$ cat src/rtl/core/rbd_pkg.sv
// Shared constants and types for the Rabin byte decryptor.
// Holds field widths, register indexes, reset values and the sequencer states.
// No dependencies.
package rbd_pkg;

  localparam int PRIME_BITS_DEF = 20;
  localparam int WORD_W         = 40;
  localparam int BYTE_W         = 8;
  localparam int CFG_IDX_W      = 2;

  localparam logic [CFG_IDX_W-1:0] REG_PRIME_P  = 2'd0;
  localparam logic [CFG_IDX_W-1:0] REG_PRIME_Q  = 2'd1;
  localparam logic [CFG_IDX_W-1:0] REG_OFFSET_B = 2'd2;

  localparam int RESET_P = 3;
  localparam int RESET_Q = 7;

  localparam int MAX_PLAIN = 255;

  typedef enum logic [4:0] {
    ST_IDLE,
    ST_START,
    ST_RB,
    ST_RBB,
    ST_R4C,
    ST_DADD,
    ST_PCHK,
    ST_PR,
    ST_PSQ,
    ST_PB,
    ST_EINIT,
    ST_ECHK,
    ST_DIV,
    ST_EX,
    ST_EXS,
    ST_EYS,
    ST_F1,
    ST_F2,
    ST_BN,
    ST_K0,
    ST_KA,
    ST_KB,
    ST_KR,
    ST_KT,
    ST_KM,
    ST_DONE,
    ST_MUL
  } state_t;

endpackage

$ cat src/rtl/core/rabin_byte_decrypt.sv
// Rabin decryption of one ciphertext word into one plaintext byte.
// Depends on rbd_pkg for widths, register indexes and the state type.
//
// Usage:
//   Configuration: cfg_write with cfg_index 0, 1 or 2 loads prime_p, prime_q or
//   offset_b from cfg_data. Write only while the block is idle.
//   Input channel: a ciphertext transaction moves on cipher_valid with
//   cipher_stall low. cipher_stall is high while a word is being worked on.
//   Output channel: plain_byte and root_found are held with plain_valid until
//   a cycle with plain_stall low. A new word is taken while a result waits; the
//   next result is held inside until the output register is free.
// Arithmetic: all modular products run through one bit-serial modular
//   multiplier, one doubling or one add per cycle. A word takes two
//   exponentiations of about PRIME_BITS squarings and products each, plus an
//   extended-Euclid loop whose steps each run a serial divider and two products.
// Throughput: one word at a time.
// Reset: rst loads prime_p=3, prime_q=7, offset_b=0 and empties the output
//   register. If either prime is below 3 the result is 0 with root_found 0.
module rabin_byte_decrypt #(
  parameter int PRIME_BITS = rbd_pkg::PRIME_BITS_DEF
) (
  input  logic                          clk,
  input  logic                          rst,
  input  logic                          cfg_write,
  input  logic [rbd_pkg::CFG_IDX_W-1:0] cfg_index,
  input  logic [rbd_pkg::WORD_W-1:0]    cfg_data,
  input  logic                          cipher_valid,
  output logic                          cipher_stall,
  input  logic [rbd_pkg::WORD_W-1:0]    cipher_word,
  output logic                          plain_valid,
  input  logic                          plain_stall,
  output logic [rbd_pkg::BYTE_W-1:0]    plain_byte,
  output logic                          root_found
);
  import rbd_pkg::*;

  localparam int PB    = PRIME_BITS;
  localparam int NW    = 2 * PRIME_BITS;
  localparam int CNT_W = $clog2(WORD_W + 1);
  localparam int DCW   = $clog2(PB + 1);

  // Configuration registers.
  logic [PB-1:0]     prime_p;
  logic [PB-1:0]     prime_q;
  logic [WORD_W-1:0] offset_b;

  // Sequencer.
  state_t state, state_next;
  state_t ret;

  // Shared serial multiplier.
  logic [NW-1:0]     acc;
  logic [NW-1:0]     mul_a;
  logic [NW-1:0]     mul_m;
  logic [WORD_W-1:0] mb;
  logic [CNT_W-1:0]  cnt;
  logic              phase;

  // Datapath registers.
  logic [WORD_W-1:0] cword;
  logic [NW-1:0]     n;
  logic              pi;
  logic [NW-1:0]     tmp;
  logic [PB-1:0]     rr;
  logic [PB-1:0]     base;
  logic [PB-1:0]     ex;
  logic [PB-1:0]     mp;
  logic [PB-1:0]     mq;
  logic [PB-1:0]     d0;
  logic [PB-1:0]     d1;
  logic [PB-1:0]     xa0;
  logic [PB-1:0]     xa1;
  logic [PB-1:0]     xa2;
  logic [PB-1:0]     ya0;
  logic [PB-1:0]     ya1;
  logic [PB:0]       rem;
  logic [PB-1:0]     dq;
  logic [DCW-1:0]    dcnt;
  logic [NW-1:0]     f1;
  logic [NW-1:0]     f2;
  logic [NW-1:0]     bn;
  logic [1:0]        k;
  logic [BYTE_W-1:0] res_byte;
  logic              res_found;

  // Combinational helpers.
  logic [PB-1:0] cur_mod;
  logic [NW-1:0] cur_mod_w;
  logic [NW-1:0] four_mod;
  logic [PB:0]   div_r2;
  logic          div_ge;
  logic [PB-1:0] sp;
  logic [PB-1:0] sq;
  logic [NW-1:0] m_cand;
  logic [PB:0]   p_inc;
  logic          mul_done;
  logic          out_load;

  function automatic logic [NW-1:0] add_mod(input logic [NW-1:0] a, input logic [NW-1:0] b,
                                            input logic [NW-1:0] m);
    logic [NW:0] s;
    s = {1'b0, a} + {1'b0, b};
    if (s >= {1'b0, m}) begin
      s = s - {1'b0, m};
    end
    return s[NW-1:0];
  endfunction

  function automatic logic [NW-1:0] sub_mod(input logic [NW-1:0] a, input logic [NW-1:0] b,
                                            input logic [NW-1:0] m);
    logic [NW-1:0] s;
    if (a >= b) begin
      s = a - b;
    end else begin
      s = a + (m - b);
    end
    return s;
  endfunction

  function automatic logic [WORD_W-1:0] scan_pb(input logic [PB-1:0] v);
    return {v, {(WORD_W - PB){1'b0}}};
  endfunction

  always_comb begin
    cur_mod   = pi ? prime_q : prime_p;
    cur_mod_w = NW'(cur_mod);
    p_inc     = {1'b0, cur_mod} + {{PB{1'b0}}, 1'b1};
    if (cur_mod == PB'(3)) begin
      four_mod = NW'(1);
    end else if (cur_mod == PB'(4)) begin
      four_mod = '0;
    end else begin
      four_mod = NW'(4);
    end
    div_r2 = {rem[PB-1:0], dq[PB-1]};
    div_ge = (div_r2 >= {1'b0, d1});
    sp = k[0] ? ((mp == '0) ? '0 : prime_p - mp) : mp;
    sq = k[1] ? ((mq == '0) ? '0 : prime_q - mq) : mq;
    // Halving modulo n: an odd value gets n added before the shift.
    m_cand   = (tmp >> 1) + (tmp[0] ? ((n >> 1) + NW'(n[0])) : '0);
    mul_done = phase && (cnt == CNT_W'(1));
  end

  // Configuration port.
  always_ff @(posedge clk) begin
    if (rst) begin
      prime_p  <= PB'(RESET_P);
      prime_q  <= PB'(RESET_Q);
      offset_b <= '0;
    end else if (cfg_write) begin
      unique case (cfg_index)
        REG_PRIME_P:  prime_p  <= cfg_data[PB-1:0];
        REG_PRIME_Q:  prime_q  <= cfg_data[PB-1:0];
        REG_OFFSET_B: offset_b <= cfg_data;
        default: ;
      endcase
    end
  end

  // Next state.
  always_comb begin
    state_next = state;
    unique case (state)
      ST_IDLE:  if (cipher_valid) state_next = ST_START;
      ST_START: state_next = (prime_p < PB'(3) || prime_q < PB'(3)) ? ST_DONE : ST_RB;
      ST_RB, ST_RBB, ST_R4C: state_next = ST_MUL;
      ST_DADD:  state_next = ST_PCHK;
      ST_PCHK: begin
        if (ex == '0) begin
          state_next = pi ? ST_EINIT : ST_RB;
        end else if (ex[0]) begin
          state_next = ST_MUL;
        end else begin
          state_next = ST_PSQ;
        end
      end
      ST_PR:    state_next = ST_PSQ;
      ST_PSQ:   state_next = ST_MUL;
      ST_PB:    state_next = ST_PCHK;
      ST_EINIT: state_next = ST_ECHK;
      ST_ECHK:  state_next = (d1 <= PB'(1)) ? ST_F1 : ST_DIV;
      ST_DIV:   if (dcnt == DCW'(1)) state_next = ST_EX;
      ST_EX, ST_EXS, ST_F1, ST_F2, ST_BN, ST_KA, ST_KB: state_next = ST_MUL;
      ST_EYS:   state_next = ST_ECHK;
      ST_K0:    state_next = ST_KA;
      ST_KR:    state_next = ST_KT;
      ST_KT:    state_next = ST_KM;
      ST_KM: begin
        if (m_cand <= NW'(MAX_PLAIN) || k == 2'd3) begin
          state_next = ST_DONE;
        end else begin
          state_next = ST_KA;
        end
      end
      ST_DONE:  if (out_load) state_next = ST_IDLE;
      ST_MUL:   if (mul_done) state_next = ret;
      default:  state_next = ST_IDLE;
    endcase
  end

  // Handshake outputs.
  always_comb begin
    cipher_stall = (state != ST_IDLE);
    out_load     = (state == ST_DONE) && (!plain_valid || !plain_stall);
  end

  always_ff @(posedge clk) begin
    if (rst) begin
      state <= ST_IDLE;
    end else begin
      state <= state_next;
    end
  end

  // Datapath.
  always_ff @(posedge clk) begin
    unique case (state)
      ST_IDLE: begin
        if (cipher_valid) begin
          cword <= cipher_word;
        end
      end
      ST_START: begin
        n         <= NW'(prime_p) * NW'(prime_q);
        pi        <= 1'b0;
        res_byte  <= '0;
        res_found <= 1'b0;
      end
      ST_RB: begin
        mul_a <= NW'(1);
        mb    <= offset_b;
        cnt   <= CNT_W'(WORD_W);
        mul_m <= cur_mod_w;
        acc   <= '0;
        phase <= 1'b0;
        ret   <= ST_RBB;
      end
      ST_RBB: begin
        mul_a <= acc;
        mb    <= offset_b;
        cnt   <= CNT_W'(WORD_W);
        acc   <= '0;
        phase <= 1'b0;
        ret   <= ST_R4C;
      end
      ST_R4C: begin
        tmp   <= acc;
        mul_a <= four_mod;
        mb    <= cword;
        cnt   <= CNT_W'(WORD_W);
        acc   <= '0;
        phase <= 1'b0;
        ret   <= ST_DADD;
      end
      ST_DADD: begin
        base <= PB'(add_mod(tmp, acc, cur_mod_w));
        rr   <= PB'(1);
        ex   <= PB'(p_inc[PB:2]);
      end
      ST_PCHK: begin
        if (ex == '0) begin
          if (pi) begin
            mq <= rr;
          end else begin
            mp <= rr;
          end
          pi <= 1'b1;
        end else if (ex[0]) begin
          mul_a <= NW'(rr);
          mb    <= scan_pb(base);
          cnt   <= CNT_W'(PB);
          mul_m <= cur_mod_w;
          acc   <= '0;
          phase <= 1'b0;
          ret   <= ST_PR;
        end
      end
      ST_PR: begin
        rr <= acc[PB-1:0];
      end
      ST_PSQ: begin
        mul_a <= NW'(base);
        mb    <= scan_pb(base);
        cnt   <= CNT_W'(PB);
        mul_m <= cur_mod_w;
        acc   <= '0;
        phase <= 1'b0;
        ret   <= ST_PB;
      end
      ST_PB: begin
        base <= acc[PB-1:0];
        ex   <= ex >> 1;
      end
      ST_EINIT: begin
        d0  <= prime_p;
        d1  <= prime_q;
        xa0 <= PB'(1);
        xa1 <= '0;
        ya0 <= '0;
        ya1 <= PB'(1);
      end
      ST_ECHK: begin
        dq   <= d0;
        rem  <= '0;
        dcnt <= DCW'(PB);
      end
      ST_DIV: begin
        // One restoring division step: quotient bits shift in behind the dividend.
        if (div_ge) begin
          rem <= div_r2 - {1'b0, d1};
        end else begin
          rem <= div_r2;
        end
        dq   <= {dq[PB-2:0], div_ge};
        dcnt <= dcnt - DCW'(1);
      end
      ST_EX: begin
        mul_a <= NW'(xa1);
        mb    <= scan_pb(dq);
        cnt   <= CNT_W'(PB);
        mul_m <= NW'(prime_q);
        acc   <= '0;
        phase <= 1'b0;
        ret   <= ST_EXS;
      end
      ST_EXS: begin
        xa2   <= PB'(sub_mod(NW'(xa0), acc, NW'(prime_q)));
        mul_a <= NW'(ya1);
        mb    <= scan_pb(dq);
        cnt   <= CNT_W'(PB);
        mul_m <= NW'(prime_p);
        acc   <= '0;
        phase <= 1'b0;
        ret   <= ST_EYS;
      end
      ST_EYS: begin
        d0  <= d1;
        d1  <= rem[PB-1:0];
        xa0 <= xa1;
        xa1 <= xa2;
        ya0 <= ya1;
        ya1 <= PB'(sub_mod(NW'(ya0), acc, NW'(prime_p)));
      end
      ST_F1: begin
        mul_a <= NW'(prime_q);
        mb    <= scan_pb(ya1);
        cnt   <= CNT_W'(PB);
        mul_m <= n;
        acc   <= '0;
        phase <= 1'b0;
        ret   <= ST_F2;
      end
      ST_F2: begin
        f1    <= acc;
        mul_a <= NW'(prime_p);
        mb    <= scan_pb(xa1);
        cnt   <= CNT_W'(PB);
        acc   <= '0;
        phase <= 1'b0;
        ret   <= ST_BN;
      end
      ST_BN: begin
        f2    <= acc;
        mul_a <= NW'(1);
        mb    <= offset_b;
        cnt   <= CNT_W'(WORD_W);
        acc   <= '0;
        phase <= 1'b0;
        ret   <= ST_K0;
      end
      ST_K0: begin
        bn <= acc;
        k  <= 2'd0;
      end
      ST_KA: begin
        mul_a <= f1;
        mb    <= scan_pb(sp);
        cnt   <= CNT_W'(PB);
        acc   <= '0;
        phase <= 1'b0;
        ret   <= ST_KB;
      end
      ST_KB: begin
        tmp   <= acc;
        mul_a <= f2;
        mb    <= scan_pb(sq);
        cnt   <= CNT_W'(PB);
        acc   <= '0;
        phase <= 1'b0;
        ret   <= ST_KR;
      end
      ST_KR: begin
        tmp <= add_mod(tmp, acc, n);
      end
      ST_KT: begin
        tmp <= sub_mod(tmp, bn, n);
      end
      ST_KM: begin
        if (m_cand <= NW'(MAX_PLAIN)) begin
          res_byte  <= m_cand[BYTE_W-1:0];
          res_found <= 1'b1;
        end
        k <= k + 2'd1;
      end
      ST_MUL: begin
        // Left-to-right double and add, one modular add per cycle.
        if (!phase) begin
          acc <= add_mod(acc, acc, mul_m);
        end else begin
          if (mb[WORD_W-1]) begin
            acc <= add_mod(acc, mul_a, mul_m);
          end
          mb  <= mb << 1;
          cnt <= cnt - CNT_W'(1);
        end
        phase <= !phase;
      end
      default: ;
    endcase
  end

  // Output register.
  always_ff @(posedge clk) begin
    if (rst) begin
      plain_valid <= 1'b0;
    end else if (out_load) begin
      plain_valid <= 1'b1;
    end else if (!plain_stall) begin
      plain_valid <= 1'b0;
    end
  end

  always_ff @(posedge clk) begin
    if (out_load) begin
      plain_byte <= res_byte;
      root_found <= res_found;
    end
  end

  a_mul_count: assert property (@(posedge clk) disable iff (rst)
    state == ST_MUL |-> cnt != '0)
    else $error("multiplier running with an empty bit count");

  a_mul_reduced: assert property (@(posedge clk) disable iff (rst)
    state == ST_MUL |-> acc < mul_m)
    else $error("multiplier accumulator not reduced");

  a_accept_start: assert property (@(posedge clk) disable iff (rst)
    cipher_valid && !cipher_stall |=> state == ST_START)
    else $error("accepted transaction did not start the sequence");

  a_byte_zero: assert property (@(posedge clk) disable iff (rst)
    plain_valid && !root_found |-> plain_byte == '0)
    else $error("nonzero byte without a root");

endmodule

$ cat config.mk
export PLATFORM = sky130hd
export DESIGN_NAME = rabin_byte_decrypt
export DESIGN_NICKNAME = d
export VERILOG_FILES = /design/src/rtl/core/rbd_pkg.sv /design/src/rtl/core/rabin_byte_decrypt.sv
export SDC_FILE = /design/constraint.sdc
export NUM_CORES = 2
export LEC_CHECK = 0
export BUFFER_PORTS_ARGS = -buffer_cell sky130_fd_sc_hd__buf_2
export CORE_MARGIN = 2
export CORE_UTILIZATION = 45
export CTS_CLUSTER_DIAMETER = 80
export DETAILED_ROUTE_END_ITERATION = 8
export PLACE_DENSITY = 0.65
export SLEW_MARGIN = 15
export SYNTH_ARGS = -nofsm -noshare
export SYNTH_HDL_FRONTEND = slang
export SYNTH_SLANG_ARGS = --single-unit
$ cat constraint.sdc
create_clock -name clk -period 11.3 [get_ports clk]
set_clock_uncertainty 0.2 [all_clocks]
set_input_delay 1.695 -clock clk [delete_from_list [all_inputs] [get_ports clk]]
set_output_delay 1.695 -clock clk [all_outputs]
set_load 0.01 [all_outputs]
# Word level (Yosys, flattened, before mapping)
# Cells that the tools add are included.
op_classes:
  mux: 74
  mul: 1
  magnitude_cmp: 12
  add_sub_neg: 25
  n_eq_ne: 44
  n_reduce_logical: 54
  bitwise_logic: 1
ops:
  columns: ["cell", "count"]
  rows:
  - ["40-bit two-way mux", 17]
  - ["20-bit case mux with 2 select lines", 11]
  - ["40-bit case mux with 11 select lines", 1]
  - ["40-bit case mux with 10 select lines", 1]
  - ["40-bit case mux with 3 select lines", 2]
  - ["40-bit case mux with 5 select lines", 1]
  - ["40-bit subtractor", 5]
  - ["20-bit two-way mux", 9]
  - ["20-bit subtractor", 8]
  - ["40-bit by 40-bit adder with 41-bit output", 3]
  - ["41-bit by 40-bit greater-or-equal comparator with 1-bit output", 3]
  - ["20-bit by 40-bit greater-or-equal comparator with 1-bit output", 2]
  - ["5-bit case mux with 15 select lines", 1]
  - ["20-bit zero test", 3]
  - ["5-bit case mux with 12 select lines", 1]
  - ["5-bit == test (second input constant)", 11]
  - ["5-bit two-way mux", 10]
  - ["41-bit by 20-bit greater-or-equal comparator with 1-bit output", 1]
  - ["20-bit adder", 2]
  - ["39-bit by 1-bit adder with 40-bit output", 1]
  - ["39-bit by 40-bit adder with 40-bit output", 1]
  - ["40-bit adder", 1]
  - ["5-bit by 4-bit == test with 1-bit output (second input constant)", 8]
  - ["40-bit greater-or-equal comparator", 1]
  - ["52 further kinds", 107]
totals:
  register_bits: 804
  in_bits: 87

# Depth between registers and ports, before layout
logic_depth:
  ltp_word: 7
  depth_mapped: 30
  ltp_nobuf: 29

# Worst setup path after synthesis
# Ideal clock, no wire load.
synth_timing:
  path_kind: "register to register"
  from: "register prime_q[2]"
  to: "register n[39], data pin"
  t_arrival_ps: 6825
  n_path_buf: 2
  path_stages_with_launch: 30
  setup_slack_ps: 4015
  period_less_slack_ps: 7285
  setup_time_ps: 260
  required_ps: 10840
  path_cell_list: "dfxtp_1 -> clkbuf_1 -> buf_1 -> nand2_1 -> fa_1 -> fa_1 -> inv_1 -> fa_1 -> inv_1 -> fa_1 -> inv_1 -> ha_1 -> inv_1 -> fa_1 -> inv_1 -> fa_1 -> ha_1 -> nand2_1 -> nor2_1 -> o21ai_0 -> o21ai_0 -> nand3_1 -> a2111o_1 -> o211a_1 -> o211a_1 -> nor3_1 -> nand4_1 -> nand4b_1 -> a21oi_1 -> xnor2_1"
synth_via:
  elab_chain_cells: 1
synth_rtl:
  columns: ["element", "line", "rtl"]
  rows:
  - ["start, declared", "rabin_byte_decrypt.sv:44", "logic [PB-1:0] prime_q;"]
  - ["start signal, assigned", "rabin_byte_decrypt.sv:148", "prime_q <= PB'(RESET_Q);"]
  - ["start signal, assigned", "rabin_byte_decrypt.sv:153", "REG_PRIME_Q: prime_q <= cfg_data[PB-1:0];"]
  - ["20-bit by 20-bit multiplier with 40-bit output", "rabin_byte_decrypt.sv:224", "n <= NW'(prime_p) * NW'(prime_q);"]
  - ["end signal, assigned", "rabin_byte_decrypt.sv:224", null]
  - ["end, declared", "rabin_byte_decrypt.sv:61", "logic [NW-1:0] n;"]
# No other way between the ends.
# A chain may end at the register's enable or synchronous reset.

# Worst setup path in the final report
layout_timing:
  from: "register prime_q[15]"
  to: "register n[38], data pin"
# Same word-level chain as after synthesis.

==> impl_results.md <==
* Status: finished, final reports clean
* Yosys Warn Count at 0
* Worst VDD drop at 0.523 mV
* FFs w/ async S/R, synth at 0
* Critical Path AT at around 9400 ps
* Least-Margin Pin Slew at 1230 ps
* I/O Buffers at 97
* Largest fanout on the critical path at 17
* Vias in the first global route at 63,000
* Top cell type's share of synthesized area at 0.289
* Critical-path top delay cell: clkinv_1
* Fin worst setup slack at 2150 ps
* Reg area at 23,300 sq um
* Seq/Total Area, Yosys at 0.312
* RSZ-0062 raised after global routing: no
* Synth top area cells: edfxtp_1, fa_1, ha_1
* Syn Nets at 9,440
* Post-DP HPWL at 221,000 um
* WS Path Type: flip-flop to flip-flop
* Initial antenna violation count at 23
* Top-count cell post-synth: inv_1
* Die Wd at 411 um
* # IOs at 98
* Die Y at 411 um
* CTS max path bufs at 3
* Drt first pass iters at 8
* Startpoint types: flip-flop
* Global route overflow at 0
* Most numerous cell on the critical path: fa_1
* Placer Congestion at 1.00
* Final hold violations at 0
* Final Critical Period at 9150 ps
* CTS HTree Levels at 3
* Root Driver: clkbuf_16
* Crit path largest cell delay at 1200 ps
* Top cells by count, synth: inv_1, nand2_1, edfxtp_1
* Avg Inst Size Synth at 8.97 sq um
* Setup TNS at 0 ps
* Main flop type after synthesis: edfxtp_1
* Slew Viols, Final at 0
* Number of synthesized flops with an enable pin at 717
* R2R Setup Slk at 2150 ps
* Pre-CTS setup slack at 2450 ps
* Filler Cell Count at approximately 16,000
* Postcts setup bufs at 0
* Area leader, netlist: edfxtp_1
* Starting Density at 0.452
* P per Cell Area at 281 nW/um^2
* Fraction of layout cells with a size suffix above 1 at 0.0596
* Clock tree sinks at ~800
* Largest net degree at the start of global routing at between 80 and 90
* Final Net Count at 9,449
* Via count at 65,400
* DR DRC count at 0
* CTS tree: yes
* Hold_buf cts at 0
* Post-detailed-route wirelength per cell at around 28 um
* Worst-Skew Late Latency at between 700 and 800 ps
* Worst hold path class: flip-flop to flip-flop
* Worst path required time at 11,580 ps
* Number of core rows at 149
* Layout area overhead at 8.89%
* Via/cell ratio at 6.17
* Area of the multi-input gates at around 46,000 sq um
* DR iter-0 viols at 7,987
* First-pass GRT wire length at 421,000 um
* Die area at 169,000 sq um
* Final setup violation count at 0
* Wirelength, routed at 292,000 um
* Number of gates resized after CTS at 0
* Post-DRT Antenna Nets at 0
* Mapped cell area at 74,500 sq um
* Max_cap viols at 0
* Overall Global Routing Usage at 0.338
* TritonCTS Buffers at between 90 and 100
* Synth cell types at 86
* Max-Slew Margin vs Limit at 0.178
* Lkg Pwr at 0.0349 uW
* Placeable Area at 165,000 sq um
* Period utilization at 0.809
* Post-Syn Instances at slightly above 8,000
* Crit end category: flip-flop
* Yosys reg bits at 803
* CTS clock-pin slew for the worst setup and hold paths at 60 ps
* Fmax at 0.109 GHz
[cells in the final DEF, fill, tap and decap left out, drive strengths merged, types with 76 or more instances in the layout]
cell type  synthesis  final
nand2            854    854
nor2             688    688
clkbuf           291    115
nand4             96     96
nor2b             76     76
a21oi            664    664
inv             1008   1026
ha               631    631
dfxtp             86     86
nand3            140    140
edfxtp           717    717
xnor2            306    306
mux2i            113    113
a21o             252    252
fa               410    410
buf               50    249
xor2             171    171
nor3             117    117
a22oi            128    128
and2             102    102
o21ai            365    365
[report_power, final]
| part | internal [uW] | switching (uW) |
|---|---|---|
| logic | 5620 | 9300 |
| clock network | 1840 | 1460 |
| registers | 4160 | 440 |
[logic make-up (layout without fill, tap and decap cells)]
kind of cell	after synthesis	in the layout	share of synthesized area
other	0	11	0
AOI/OAI and AO/OA	2082	2082	0.181
buffers and inverters	1369	1458	0.0691
xor gates and xnor gates	477	477	0.0561
adders and majority gates	1041	1041	0.216
muxes	122	122	0.0165
and+or+nand+nor	2418	2418	0.149
DFF	803	803	0.312
[registers in the layout, indices dropped and copies added (netlist names), 40 cells and up]
signal    flops
acc          40
f2           40
f1           40
bn           40
offset_b     40
mul_m        40
tmp          40
n            40
cword        40
mul_a        40
mb           40
[path summary, 6_finish.rpt]
kind	from	end	cells after the start
hold / removal	res_byte[2]	plain_byte[2]	0
setup / recovery	prime_q[15]	n[38]	27
hold reg to reg	res_byte[2]	plain_byte[2]	0
setup reg to reg	prime_q[15]	n[38]	27
[stage by stage]
stage / utilization / hold slack (ps) / area, sq um / power [uW] / cells
final: 0.492 / 222 / 81200 / 22800 / 10600
after global placement: 0.472 / 207 / 77800 / 19000 / 10400
after detailed placement: 0.472 / 208 / 77800 / 19200 / 10400
after global routing: 0.492 / 230 / 81100 / 24400 / 10600
after floorplan: - / 200 / 74500 / 15200 / 8312
after CTS: 0.492 / 222 / 81100 / 22600 / 10600
[worst max-delay path, delay by kind of cell (launching register included)]
family / cells / cell delay [ps]
adders and majority gates: 8 / 3450
AOI/OAI and AO/OA: 11 / 2210
buffers and inverters: 5 / 1440
DFF: 1 / 910
and+or+nand+nor: 2 / 480
xor gates and xnor gates: 1 / 140
[area by class of cell]
cell class	instances	share of cell area
timing repair buffer	249	0.0200
antenna	11	0.000339
sequential	803	0.287
inverter	1028	0.0476
clock inverter	66	0.00808
tap	2189	0.0337
clock buffer	115	0.0327
multi-input combinational	6140	0.571
[per-layer routing]
metal | share of wire | GRT usage
met5 | 0.00041 | 0
met2 | 0.44 | 0.527
met1 | 0.39 | 0.427
met3 | 0.093 | 0.0716
met4 | 0.077 | 0.218
No activity file was read; power rests on OpenSTA's default activity.
